## config.mk

```make
export PLATFORM = sky130hd
export DESIGN_NAME = sfir_mac
export DESIGN_NICKNAME = d
export VERILOG_FILES = /design/src/sv/sfir_pkg.sv /design/src/sv/sfir_mac.sv
export SDC_FILE = /design/constraint.sdc
export NUM_CORES = 1
export LEC_CHECK = 0
export BUFFER_PORTS_ARGS = -buffer_cell sky130_fd_sc_hd__clkbuf_2
export CORE_MARGIN = 2
export CORE_UTILIZATION = 35
export DETAILED_ROUTE_END_ITERATION = 10
export GPL_TIMING_DRIVEN = 1
export HOLD_SLACK_MARGIN = 0.06
export PLACE_DENSITY_LB_ADDON = 0.25
export SLEW_MARGIN = 20
export SYNTH_ARGS = -nofsm -noshare
export SYNTH_HDL_FRONTEND = slang
export SYNTH_SLANG_ARGS = --single-unit
```

## constraint.sdc

```tcl
create_clock -name clk -period 3.6 [get_ports clk]
set_clock_uncertainty 0.1 [all_clocks]
set_input_delay 0.18 -clock clk [delete_from_list [all_inputs] [get_ports clk]]
set_output_delay 0.18 -clock clk [all_outputs]
set_load 0.01 [all_outputs]
```

## src/sv/sfir_pkg.sv

```systemverilog
package sfir_pkg;

	// defaults for the top-level parameters
	localparam int TAPS_DEFAULT = 64;
	localparam int COEF_FRACTION_BITS_DEFAULT = 15;

	// configuration register map
	localparam int PADDR_W = 3;
	localparam logic REG_TAP_COUNT = 1'b0;
	localparam logic [6:0] TAP_COUNT_RESET = 7'd64;

	// request codes
	localparam logic ACTION_FRAME = 1'b0;
	localparam logic ACTION_COEF = 1'b1;

	// one request
	typedef struct packed {
		logic action;
		logic signed [15:0] left_sample;
		logic signed [15:0] right_sample;
		logic [5:0] coef_index;
		logic signed [15:0] coef_value;
	} req_t;

	// one result
	typedef struct packed {
		logic signed [15:0] left_out;
		logic signed [15:0] right_out;
		logic saturated;
	} res_t;

	// controls broadcast to every cell of the row
	typedef struct packed {
		logic delay_shift;
		logic load;
		logic coef_shift;
		logic coef_wr;
		logic [5:0] coef_idx;
		logic signed [15:0] coef_val;
		logic signed [15:0] sample;
	} cell_ctl_t;

	// controls from the sequencer to the multiply-accumulate unit
	typedef struct packed {
		logic valid;
		logic first;
		logic last;
	} mac_ctl_t;

endpackage

```

## src/sv/sfir_mac.sv

```systemverilog
module sfir_mac import sfir_pkg::*; #(
	parameter int TAPS = TAPS_DEFAULT,
	parameter int COEF_FRACTION_BITS = COEF_FRACTION_BITS_DEFAULT
) (
	input logic clk,
	input logic arst_n,
	input mac_ctl_t ctl,
	input logic signed [15:0] head_delay,
	input logic signed [15:0] head_coef,
	input logic take,
	output logic res_valid,
	output logic signed [15:0] right_out,
	output logic saturated
);

	localparam int ACC_W = 32 + $clog2(TAPS);
	localparam logic signed [ACC_W-1:0] SAT_HI = ACC_W'(32'sd32767);
	localparam logic signed [ACC_W-1:0] SAT_LO = ACC_W'(-32'sd32768);

	logic valid_s1;
	logic first_s1;
	logic last_s1;
	logic signed [31:0] prod_s1;
	logic signed [ACC_W-1:0] acc_q;
	logic done_s2;
	logic res_valid_q;
	logic signed [15:0] right_q;
	logic sat_q;
	logic signed [ACC_W-1:0] scaled;

	// product of the head cell pair
	always_ff @(posedge clk or negedge arst_n) begin
		if (!arst_n) begin
			valid_s1 <= 1'b0;
			first_s1 <= 1'b0;
			last_s1 <= 1'b0;
		end else begin
			valid_s1 <= ctl.valid;
			first_s1 <= ctl.first;
			last_s1 <= ctl.last;
		end
	end

	always_ff @(posedge clk) begin
		prod_s1 <= head_delay * head_coef;
	end

	// running sum, restarted on the first tap
	always_ff @(posedge clk or negedge arst_n) begin
		if (!arst_n) begin
			done_s2 <= 1'b0;
		end else begin
			done_s2 <= valid_s1 && last_s1;
		end
	end

	always_ff @(posedge clk) begin
		if (valid_s1) begin
			acc_q <= first_s1 ? ACC_W'(prod_s1) : acc_q + ACC_W'(prod_s1);
		end
	end

	// floor shift back to sample scale
	assign scaled = acc_q >>> COEF_FRACTION_BITS;

	// clip to 16 bits and hold until the sequencer takes it
	always_ff @(posedge clk or negedge arst_n) begin
		if (!arst_n) begin
			res_valid_q <= 1'b0;
		end else if (done_s2) begin
			res_valid_q <= 1'b1;
		end else if (take) begin
			res_valid_q <= 1'b0;
		end
	end

	always_ff @(posedge clk) begin
		if (done_s2) begin
			if (scaled > SAT_HI) begin
				right_q <= 16'sh7fff;
				sat_q <= 1'b1;
			end else if (scaled < SAT_LO) begin
				right_q <= 16'sh8000;
				sat_q <= 1'b1;
			end else begin
				right_q <= scaled[15:0];
				sat_q <= 1'b0;
			end
		end
	end

	assign res_valid = res_valid_q;
	assign right_out = right_q;
	assign saturated = sat_q;

endmodule

```

==> impl_metrics.tcl <==
set metrics [dict create \
    cts_tree "done" \
    antenna_found_initial 0 \
    cp_max_fo 10 \
    drtPass1Iterations 4 \
    synth_top_cell_area_share_pct 35.2 \
    path_class "primary input to flop" \
    die_w_um 211 \
    cts_root_buf "clkbuf_16" \
    synth_largest_area_cell "fa_1" \
    grt_pass1_wl_mm 61.6 \
    synthDistinctLibCells 70 \
    ant_nets 0 \
    grt_pass1_vias 12500 \
    synthFlopType "edfxtp_1" \
    synth_area_um2 15000 \
    overflow 0 \
    syn_nets 2013 \
    grt_usage_pct 17.1 \
    remaining_drc_errors 0 \
    row_count 75 \
    hold_violations 0 \
    cts.sink_count 92 \
    setup_viol 26 \
    rsz0062_at_grt "yes" \
    place_hpwl_mm 29.7 \
    diodes 0 \
    yosys_warnings 0 \
    crit_required_ns 3.78 \
    hold_depth 3 \
    num_vias 11400 \
    ys_async_sr_fraction_pct 5.43 \
    synthTopCellsByArea "fa_1 35%, edfxtp_1 11%, ha_1 10%" \
    min_period_over_period_pct 143 \
    slew_headroom_pct 48.5 \
    wirelength_mm 36.7 \
    synth_cells 1593 \
    pre_cts_slack_ns -2.14 \
    place.gp.congestion 0.887 \
    min_period_ns 5.15 \
    clock_path_buffers 2 \
    hold_path.class "primary input to flop" \
    synth_edf_count 55 \
    area_growth_pct 28.7 \
    die_area_um2 44400 \
    clk_latency_ns 0.36 \
    end_kind "flop" \
    clk_pin_slew_ns 0.07 \
    nFillCells 4002 \
    drv_slew 0 \
    io_pins 56 \
    seq_area_frac_synth_pct 16.2 \
    initial_core_util_pct 35.6 \
    grt_max_degree 45 \
    violations "negative setup slack" \
    nets 2260 \
    maxCapViolCount 0 \
    coreArea_um2 42000 \
    syn_avg_cell_area_um2 9.39 \
    initialDrtViolationCount 458 \
    clock.fmax_mhz 194 \
    die_h_um 211 \
    drive_gt1_share_pct 27.3 \
    port_buffers 55 \
    via_per_inst 4.77 \
    cts_buffers 9 \
    worst_slew_pin_slew_ns 0.773 \
    status "complete, but fails checks" \
    ys_ff_latch 92 \
    worst_slack_ns -1.55 \
    h-tree-depth 3 \
    worstPathArrival_ns 5.33 \
    rr_worst_depth 12 \
    post_drt_wl_per_cell_um 15.4 \
    worstSetupStartpointType "primary input" \
]
[placed cells by master, fill, tap and decap left out, types with 44 or more instances in the layout]
cell type | netlist | routed
buf_6 | 1 | 51
a21o_1 | 47 | 47
o21ai_0 | 51 | 44
inv_1 | 332 | 295
ha_1 | 119 | 91
fa_1 | 263 | 243
edfxtp_1 | 55 | 55
nand2_1 | 176 | 157
and2_1 | 133 | 100
buf_4 | 0 | 167
[layer usage]
layer | global-route usage [%] | part of all wire, %
met1 | 22.6 | 46
met5 | 0 | 0
met2 | 30.1 | 49
met3 | 1.74 | 3.0
met4 | 4.49 | 2.1
[critical path, stage by stage]
cell	delay, ns
clkbuf_16	0.14
buf_4	0.14
and2_4	0.16
fa_2	0.49
buf_4	0.16
fa_1	0.51
fa_1	0.54
fa_1	0.44
fa_1	0.54
inv_1	0.05
fa_1	0.53
inv_1	0.07
ha_4	0.24
a21oi_2	0.11
o21ai_1	0.07
a21o_1	0.18
a21o_1	0.16
or3_1	0.35
o21ai_2	0.13
xnor2_1	0.13
[cell usage after synthesis (2+ instances only)]
cell type,n
dfrtp_1,5
and2_1,133
o31ai_1,6
a211o_1,6
nor3_1,15
a21o_1,47
clkbuf_1,45
xor2_1,20
nand3_1,15
and4_1,2
edfxtp_1,55
inv_1,332
a41oi_1,2
and3_2,2
nand3b_1,2
nand4_1,4
nor3b_1,7
or2_2,2
o211ai_2,2
nor2_1,37
ha_1,119
o211ai_1,5
a21oi_2,5
and3_1,11
a31oi_1,6
dfxtp_1,32
o21a_1,3
nand2_1,176
fa_1,263
nor4b_1,4
or3_1,5
o41ai_1,2
nor4_1,2
o21bai_1,5
o21ai_1,17
xnor2_1,39
nand2b_1,14
a211oi_1,6
o21ai_0,51
a21oi_1,53
nor2b_1,4
o2111ai_1,2
or4_1,3
[sequential cells by signal (all words and copies together) (netlist names)]
signal	count
acc_q	38
done_s2	1
first_s1	1
last_s1	1
prod_s1	32
res_valid	1
right_out	16
saturated	1
valid_s1	1
[through the flow]
stage	util, %	TNS [ns]	instances	cell area, um^2	hold WS (ns)
floorplan	-	-28.68	1593	15500	-0.216
global placement	41.4	-40.34	2307	17400	-0.0995
detailed placement	41.4	-41.19	2307	17400	-0.0951
CTS	44.8	-28.05	2369	18800	0.226
global route	45.8	-32.49	2384	19300	0.293
finish	45.8	-28.11	2384	19300	0.287
[what timing repair did]
item | 4_1_cts | 5_1_grt
hold endpoints to repair | 9 | 0
pin swaps | 87 | 79
setup buffers | 41 | 23
hold buffers | 6 | 0
cloned | 2 | 3
setup endpoints to repair | 25 | 26
gates resized for setup | 189 | 95
[final timing paths]
check | startpoint | to | slack, ns
worst max-delay path | head_coef[5] | prod_s1[30] | -1.55
worst min-delay path | head_coef[0] | prod_s1[0] | 0.29
worst max register to register | prod_s1[0] | acc_q[26] | 0.47
worst min register to register | last_s1 | done_s2 | 0.36
max in group asynchronous | arst_n | first_s1 | 2.54
min in group asynchronous | arst_n | res_valid | 0.64
[cell type report]
cell class / count / area [um^2] / share of cell area, %
multi-input cells: 1119 / 12000 / 62.2
flip-flops and latches: 92 / 2420 / 12.6
repair buffers: 285 / 2670 / 13.8
clock inverters: 5 / 37.5 / 0.195
inverters: 333 / 1250 / 6.51
well taps: 539 / 674 / 3.50
clock buffers: 11 / 233 / 1.21
[logic make-up after synthesis]
| group | count (synthesis) | synth area share (%) |
|---|---|---|
| buffers and inverters | 382 | 9.75 |
| AND/OR/NAND/NOR | 442 | 15.0 |
| multiplexers | 2 | 0.142 |
| AO/OA/AOI/OAI | 234 | 10.3 |
| flip-flops | 92 | 16.2 |
| XOR/XNOR | 59 | 3.45 |
| adder cells (fa/ha/maj) | 382 | 45.1 |
Power is left out: the tool's default activity adds up to more than one toggle a clock period on the data nets, which glitch-free logic cannot reach.
