===== src/sv/sfir_pkg.sv =====
package sfir_pkg;

	// defaults for the top-level parameters
	localparam int TAPS_DEFAULT = 64;
	localparam int COEF_FRACTION_BITS_DEFAULT = 15;

	// configuration register map
	localparam int PADDR_W = 3;
	localparam logic REG_TAP_COUNT = 1'b0;
	localparam logic [6:0] TAP_COUNT_RESET = 7'd64;

	// request codes
	localparam logic ACTION_FRAME = 1'b0;
	localparam logic ACTION_COEF = 1'b1;

	// one request
	typedef struct packed {
		logic action;
		logic signed [15:0] left_sample;
		logic signed [15:0] right_sample;
		logic [5:0] coef_index;
		logic signed [15:0] coef_value;
	} req_t;

	// one result
	typedef struct packed {
		logic signed [15:0] left_out;
		logic signed [15:0] right_out;
		logic saturated;
	} res_t;

	// controls broadcast to every cell of the row
	typedef struct packed {
		logic delay_shift;
		logic load;
		logic coef_shift;
		logic coef_wr;
		logic [5:0] coef_idx;
		logic signed [15:0] coef_val;
		logic signed [15:0] sample;
	} cell_ctl_t;

	// controls from the sequencer to the multiply-accumulate unit
	typedef struct packed {
		logic valid;
		logic first;
		logic last;
	} mac_ctl_t;

endpackage


===== src/sv/sfir_cell.sv =====
module sfir_cell import sfir_pkg::*; #(
	parameter int IDX = 0,
	parameter int N_W = 7
) (
	input logic clk,
	input logic arst_n,
	input cell_ctl_t ctl,
	input logic [N_W-1:0] ring_n,
	input logic signed [15:0] next_delay,
	input logic signed [15:0] next_coef,
	input logic signed [15:0] head_delay,
	input logic signed [15:0] head_coef,
	output logic signed [15:0] delay_q,
	output logic signed [15:0] coef_q
);

	logic active;
	logic last;
	logic hit;

	// position of this cell within the ring in use
	assign active = IDX < int'(ring_n);
	assign last = IDX == int'(ring_n) - 1;
	assign hit = int'(ctl.coef_idx) == IDX;

	// sample and coefficient held by this cell, rotated toward the head
	always_ff @(posedge clk or negedge arst_n) begin
		if (!arst_n) begin
			delay_q <= '0;
			coef_q <= '0;
		end else begin
			if (ctl.delay_shift && active) begin
				if (last) begin
					delay_q <= ctl.load ? ctl.sample : head_delay;
				end else begin
					delay_q <= next_delay;
				end
			end
			if (ctl.coef_wr && hit) begin
				coef_q <= ctl.coef_val;
			end else if (ctl.coef_shift && active) begin
				coef_q <= last ? head_coef : next_coef;
			end
		end
	end

endmodule


===== config.mk =====
export PLATFORM = sky130hd
export DESIGN_NAME = sfir_cell
export DESIGN_NICKNAME = d
export VERILOG_FILES = /design/src/sv/sfir_pkg.sv /design/src/sv/sfir_cell.sv
export SDC_FILE = /design/constraint.sdc
export NUM_CORES = 1
export LEC_CHECK = 0
export ABC_AREA = 1
export BUFFER_PORTS_ARGS = -buffer_cell sky130_fd_sc_hd__buf_2
export CORE_AREA = 2 2 85 87
export DETAILED_ROUTE_END_ITERATION = 12
export DIE_AREA = 0 0 87 89
export PLACE_DENSITY_LB_ADDON = 0.05
export SKIP_CTS_REPAIR_TIMING = 1
export SLEW_MARGIN = 20
export SYNTH_ARGS = -nofsm -noshare
export SYNTH_HDL_FRONTEND = slang
export SYNTH_SLANG_ARGS = --single-unit

===== constraint.sdc =====
create_clock -name clk -period 1.15 [get_ports clk]
set_input_delay 0.23 -clock clk [delete_from_list [all_inputs] [get_ports clk]]
set_output_delay 0.23 -clock clk [all_outputs]
set_load 0.01 [all_outputs]

==> impl_metrics.yaml, run 1 <==
route:
  viasPerCell: 4.53
  wl_per_cell_um: 11.1
  drt_iter0_markers: 96
  dr.pass1.iters: 4
  vias: 2676
  antenna_left: 0
  wl_um: 6580
  detail_route.drc_violations: 0
timing:
  tightest_slew_ns: 0.293
  period_needed_ns: 1.06
  hold_viol_final: 0
  hold_slack_ns: 0.193
  timing.slew.headroom_pct: 80.5
  tns_ns: 0
  slew_viol_final: 0
  period_share_pct: 92.0
  setup_viol: 0
  fin_skew_ns: 0
  max_freq_ghz: 0.945
  rsz0062_at_grt: "yes"
  layout_setup_ws_ns: 0.0917
synth:
  netlist_area_um2: 2330
  synth_warnings: 0
  synth_top_cell_by_area: "dfrtp_1"
  avgSynthCellArea_um2: 6.51
  yosysTopAreaCellShare_pct: 34.3
  syn_nets: 473
  synth.top_cells.by_area: "dfrtp_1, nand2_1, nand3_1"
  synth_cell_type_count: 19
  synth_seq_area_share_pct: 34.3
  syn_inst: 358
  ys_ff_latch: 32
setup_path:
  r2r_end: "delay_q[10]"
  slowest_stage: "nand2_4"
  max_stage_delay_ns: 0.19
  cp.arrival_ns: 1.23
  crit_path_cell_trace: "buf_2 > nor2_4 > nand2_2 > nand2_4 > nand2_4 > nand2_1 > nand3_1 > nand2_1 > nand2_1"
  worst_path_most_repeated_cell: "nand2_1"
  cp-start-kind: "primary input"
  ff2ff_path_depth: 2
  required_ns: 1.32
  critPathKind: "primary input to flop"
  critPathMaxFanout: 24
  crit_family: "simple AND/OR/NAND/NOR gates"
  cp-end-kind: "flop"
  path_buf_inv: 1
  rrSetupSlack_ns: 0.48
  r2r_start: "delay_q[10]"
place:
  dp_cells: 582
  numPortBuffers: 146
  gp_congestion: 0.765
  dp_hpwl_um: 5040
  dp_slack_ns: -0.214
  postPlaceCellArea_um2: 3210
layout:
  multi_input_area_um2: 1220
  antenna_cells: 0
  final.fill_count: 711
  finalNonFillerCells: 591
  nets: 625
  area_delta_synth_final_pct: 42.2
  seqCellArea_um2: 801
  stdcell_area_um2: 3320
  layout-drive-gt1-share_pct: 37.4
global_route:
  grt-busiest-layer: "met2"
  grt_pass1_vias: 2367
  grt_max_degree: 49
  overflow: 0
  globalRouteTotalUtil_pct: 17.3
  grt_pass1_wl_um: 10700
  met3_usage_pct: 3.69
  antenna_found_initial: 0
  met2_usage_pct: 29.7
  grtUsageMet1_pct: 22.3
floorplanning:
  coreArea_um2: 6720
  die_h_um: 89
  rows: 30
  die_w_um: 87
  start_util_pct: 34.7
  dieArea_um2: 7740
  ios: 147
power:
  total_leakage_power_uw: 0.00202
  ir_drop_v: 0.000392
  powerDensity_nw_per_um2: 905
clock_network:
  cts.sinks: 32
  cts_buffers: 5
  htree_levels: 2
  cts_tree: "done"
  clkSlewWorstSetupHoldPaths_ns: 0.07
  clk_latency_ns: 0.28
  cts_root_buf: "clkbuf_8"
  cts-root-to-sink-buffers: 2
status:
  status: "completed"
job:
  cap_viol_max_count: 0
hold_path:
  min_to: "delay_q[4]"
  hold_start: "next_delay[4]"
  whs_path_depth: 3
  hp-class: "primary input to flop"
[report_power, final]
part	switching (uW)	leakage (uW)	total, uW	internal, uW
Clock	422	0.0000510	900	477
Combinational	416	0.00159	811	395
Sequential	57.1	0.000381	1290	1230
[worst max path at each step]
stage,to,start,cells after the start
floorplan,coef_q[1],ring_n[6],9
global placement,coef_q[7],ring_n[1],9
detailed placement,coef_q[2],ring_n[1],9
CTS,coef_q[7],ring_n[1],9
global route,coef_q[6],ring_n[1],9
finish,coef_q[2],ring_n[1],9
[final cells by class]
class | instances | area share [%]
clock buffers | 6 | 2.49
inverters | 42 | 4.75
multi-input cells | 263 | 36.8
repair buffers | 166 | 28.5
clock inverters | 2 | 0.302
well taps | 80 | 3.02
flip-flops and latches | 32 | 24.2
[worst reg2reg max path: stages (launching register included)]
cell and delay (ns):
dfrtp_1 0.39, nor2_1 0.13, a21oi_2 0.04
[sequential cells by signal, indices dropped and copies added, names as in the netlist]
signal and flops:
coef_q 16, delay_q 16
[cells in the final DEF (no fill, tap or decap), drive strengths merged]
master       count
clkbuf           6
dfrtp           32
nand2          118
nor2            31
nand3           73
a21oi           24
nor3             1
inv             42
clkinv           2
buf            165
o21ai           16
dlygate4sd3      1
[layer usage]
layer	share of wire, %	wire length [um]
met1	45	2940
met2	47	3100
met3	7.3	479
met4	0.94	62
met5	0	0
[through the flow]
stage / utilization, % / power (uW)
after global placement: 47.8 / 2130
after detailed placement: 47.8 / 2130
after floorplan: - / 1700
final: 49.3 / 3000
after global routing: 49.3 / 3220
after CTS: 49.2 / 3050
[cells by family (layout without fill, tap and decap cells)]
| logic type | Yosys count | count (layout) | share of synthesized area [%] |
|---|---|---|---|
| AO/OA/AOI/OAI | 40 | 40 | 9.23 |
| AND/OR/NAND/NOR | 223 | 223 | 42.8 |
| buffers and inverters | 63 | 216 | 13.6 |
| flip-flops | 32 | 32 | 34.3 |
[synthesized netlist by cell type]
cell	count
clkbuf_4	1
nor2_2	2
o21ai_0	16
buf_6	7
a21oi_1	20
nor2_1	26
nand3_1	73
inv_1	42
clkbuf_1	3
nor3_1	1
nor2_4	2
nand2_4	3
buf_2	5
nand2_2	4
dfrtp_1	32
nand2_1	111
buf_4	5
nor2_8	1
a21oi_2	4
(Power assumes the default switching activity.)
==> run 2: changes to the inputs <==
- MAX_ROUTING_LAYER: not set -> met4
==> impl_metrics.yaml, run 2 (same netlist as run 1, synthesis figures left out) <==
status:
  status: "completed"
setup_path:
  cp-start-kind: "primary input"
  critPathMaxFanout: 24
  cp-end-kind: "flop"
  required_ns: 1.32
  ff2ff_path_depth: 2
  critPathKind: "primary input to flop"
  cp.arrival_ns: 1.22
place:
  dp_hpwl_um: 5040
  postPlaceCellArea_um2: 3210
  numPortBuffers: 146
  gp_congestion: 0.776
timing:
  tightest_slew_ns: 0.293
  setup_viol: 0
  hold_viol_final: 0
  fin_skew_ns: 0
  period_needed_ns: 1.05
  period_share_pct: 91.6
  timing.slew.headroom_pct: 80.4
  max_freq_ghz: 0.950
  rsz0062_at_grt: "yes"
  slew_viol_final: 0
layout:
  nets: 625
  layout-drive-gt1-share_pct: 37.4
  multi_input_area_um2: 1220
  area_delta_synth_final_pct: 42.2
  layout_common_cells: "buf_2, nand2_1, nand3_1, inv_1, dfrtp_1"
  layout.cells.most_common: "buf_2"
  final.fill_count: 711
  top_regs: "coef_q: 16 flops, delay_q: 16 flops"
  stdcell_area_um2: 3320
  antenna_cells: 0
  final_core_util_pct: 49.3
  seqCellArea_um2: 801
clock_network:
  cts_root_buf: "clkbuf_8"
  clk_latency_ns: 0.28
  cts_buffers: 5
  htree_levels: 2
  cts-root-to-sink-buffers: 2
  cts.sinks: 32
  cts_tree: "done"
  clkSlewWorstSetupHoldPaths_ns: 0.07
global_route:
  grt_max_degree: 49
  globalRouteTotalUtil_pct: 17.9
  grt_pass1_vias: 2364
  grt_pass1_wl_um: 10700
  antenna_found_initial: 0
  overflow: 0
floorplanning:
  ios: 147
  coreArea_um2: 6720
  rows: 30
  die_h_um: 89
  dieArea_um2: 7740
  die_w_um: 87
  start_util_pct: 34.7
power:
  ir_drop_v: 0.000391
  powerDensity_nw_per_um2: 905
  total_leakage_power_uw: 0.00202
route:
  wl_per_cell_um: 11.1
  dr.pass1.iters: 4
  drt_iter0_markers: 116
  vias: 2678
  detail_route.drc_violations: 0
  wl_um: 6580
  viasPerCell: 4.53
  antenna_left: 0
hold_path:
  hp-class: "primary input to flop"
  whs_path_depth: 3
job:
  cap_viol_max_count: 0
[run 2: cell counts in the layout (fill, tap and decap cells not counted)]
No cell type changed its count.
[run 2: final cells by class]
class / count / share of cell area [%]
sequential: 32 / 24.2
multi-input combinational: 263 / 36.8
clock buffer: 6 / 2.49
clock inverter: 2 / 0.302
tap: 80 / 3.02
inverter: 42 / 4.75
timing repair buffer: 166 / 28.5
[run 2: report_power, final]
| group | internal (uW) | switching, uW | total [uW] | leakage [uW] |
|---|---|---|---|---|
| clock | 477 | 421 | 899 | 0.0000510 |
| combinational | 395 | 416 | 811 | 0.00159 |
| sequential | 1230 | 57.2 | 1290 | 0.000381 |
| total | 2110 | 895 | 3000 | 0.00202 |
[run 2: path summary, 6_finish.rpt]
path | from | to | slack, ns
max | ring_n[1] | coef_q[2] | 0.1
min | next_delay[4] | delay_q[4] | 0.19
max reg2reg | delay_q[10] | delay_q[10] | 0.48
min reg2reg | delay_q[0] | delay_q[0] | 0.48
max in group asynchronous | arst_n | coef_q[2] | 0.54
min in group asynchronous | arst_n | coef_q[15] | 0.44
[run 2: metrics by stage]
step	hold WS, ns	instances	setup TNS [ns]	power [uW]	worst slack, ns
CTS	-0.0955	590	0	3050	0.0878
detailed placement	0.205	582	-5.25	2130	-0.214
finish	0.193	591	0	3000	0.0971
global placement	0.203	582	-4.29	2130	-0.178
floorplan	-0.0656	358	0	1700	0.0405
global route	0.192	591	-0.0128	3220	-0.00795
[run 2: critical path, stage by stage]
cell and delay (ns):
buf_2 0.11, nor2_4 0.13, nand2_2 0.11, nand2_4 0.12, nand2_4 0.19, nand2_1 0.12
nand3_1 0.07, nand2_1 0.08, nand2_1 0.05
[run 2: metal layers]
layer	vias to the layer above	wire, um	GRT usage (%)	share of wire, %
met5	-	0	-	0
met4	0	62	4.26	0.94
met3	5	436	2.95	6.6
met2	102	3100	29.7	47
met1	1138	2980	22.8	45
li1	1433	-	-	-
==> run 3: changes to the inputs <==
- clock period: 1.15 -> 1.2 ns (I/O delays scaled with it)
==> impl_metrics.yaml, run 3 (same netlist as run 1, synthesis figures left out) <==
floorplanning:
  coreArea_um2: 6720
  ios: 147
  dieArea_um2: 7740
  start_util_pct: 34.7
  die_h_um: 89
  die_w_um: 87
  rows: 30
setup_path:
  max_stage_delay_ns: 0.39
  required_ns: 0.96
  path_buf_inv: 1
  slowest_stage: "dfrtp_1"
  crit_path_cell_trace: "buf_2"
  critPathMaxFanout: 2
  cp-end-kind: "output pin"
  critPathKind: "flop to output pin"
  crit_family: "flip-flops"
  cp-start-kind: "flop"
  cp.arrival_ns: 0.81
route:
  wl_per_cell_um: 11.2
  drt_iter0_markers: 82
  wl_um: 6600
  dr.pass1.iters: 4
  vias: 2676
  detail_route.drc_violations: 0
  antenna_left: 0
  viasPerCell: 4.53
timing:
  rsz0062_at_grt: "no"
  period_share_pct: 87.9
  period_needed_ns: 1.05
  tns_ns: 0
  slew_viol_final: 0
  timing.slew.headroom_pct: 81.0
  max_freq_ghz: 0.948
  tightest_slew_ns: 0.284
  hold_viol_final: 0
  fin_skew_ns: 0
  setup_viol: 0
layout:
  nets: 625
  antenna_cells: 0
  layout_common_cells: "buf_2, nand2_1, nand3_1, inv_1, dfrtp_1"
  area_delta_synth_final_pct: 42.1
  layout-drive-gt1-share_pct: 37.2
  top_regs: "coef_q: 16 flops, delay_q: 16 flops"
  stdcell_area_um2: 3310
  layout.cells.most_common: "buf_2"
power:
  ir_drop_v: 0.000314
  total_leakage_power_uw: 0.00202
  power.total_uw: 2880
  powerDensity_nw_per_um2: 869
clock_network:
  cts_buffers: 5
  cts_tree: "done"
  clk_latency_ns: 0.28
  htree_levels: 2
  clkSlewWorstSetupHoldPaths_ns: 0.07
  cts_root_buf: "clkbuf_8"
  cts.sinks: 32
  cts-root-to-sink-buffers: 2
place:
  gp_congestion: 0.776
  dp_hpwl_um: 5110
  numPortBuffers: 146
  postPlaceCellArea_um2: 3210
global_route:
  overflow: 0
  grt_pass1_wl_um: 10500
  grt_max_degree: 49
  globalRouteTotalUtil_pct: 17.6
  antenna_found_initial: 0
  grt_pass1_vias: 2287
hold_path:
  hp-class: "primary input to flop"
status:
  status: "completed"
job:
  cap_viol_max_count: 0
[run 3: final cells by class]
class	count	area [um^2]
Clock buffer	6	82.6
Clock inverter	2	10.0
Fill cell	708	3410
Inverter	42	158
Multi-Input combinational cell	263	1220
Sequential cell	32	801
Tap cell	80	100
Timing Repair Buffer	166	946
[run 3: worst paths after layout]
path | startpoint | endpoint | slack (ns) | cells after the start
setup reg to reg | delay_q[10] | delay_q[10] | 0.53 | 2
setup / recovery | delay_q[14] | delay_q[14] | 0.15 | 1
max in group asynchronous | arst_n | delay_q[1] | 0.57 | 3
min in group asynchronous | arst_n | delay_q[11] | 0.45 | 3
hold reg to reg | delay_q[0] | delay_q[0] | 0.48 | 2
hold / removal | next_delay[8] | delay_q[8] | 0.20 | 3
[run 3: report_power, final]
group          leakage, uW  total, uW  switching, uW  internal, uW
clock            0.0000510        865            407           458
sequential        0.000381       1240           53.7          1180
combinational      0.00159        778            400           378
[run 3: per-layer routing]
metal  global-route usage [%]  part of all wire, %  vias up
li1                         -                    -     1432
met1                     22.4                   44     1139
met4                     4.69                  1.1        0
met5                        -                    0        -
met3                     3.05                  6.9        6
met2                     29.2                   48       99
[run 3: stage by stage]
step                utilization (%)  std cells  hold WS, ns  setup WS [ns]
finish                         49.3        591        0.201          0.145
global route                   49.3        591        0.199         0.0145
CTS                            49.2        590      -0.0923          0.128
detailed placement             47.8        582        0.215         -0.159
global placement               47.8        582        0.213         -0.138
floorplan                         -        358      -0.0556         0.0805
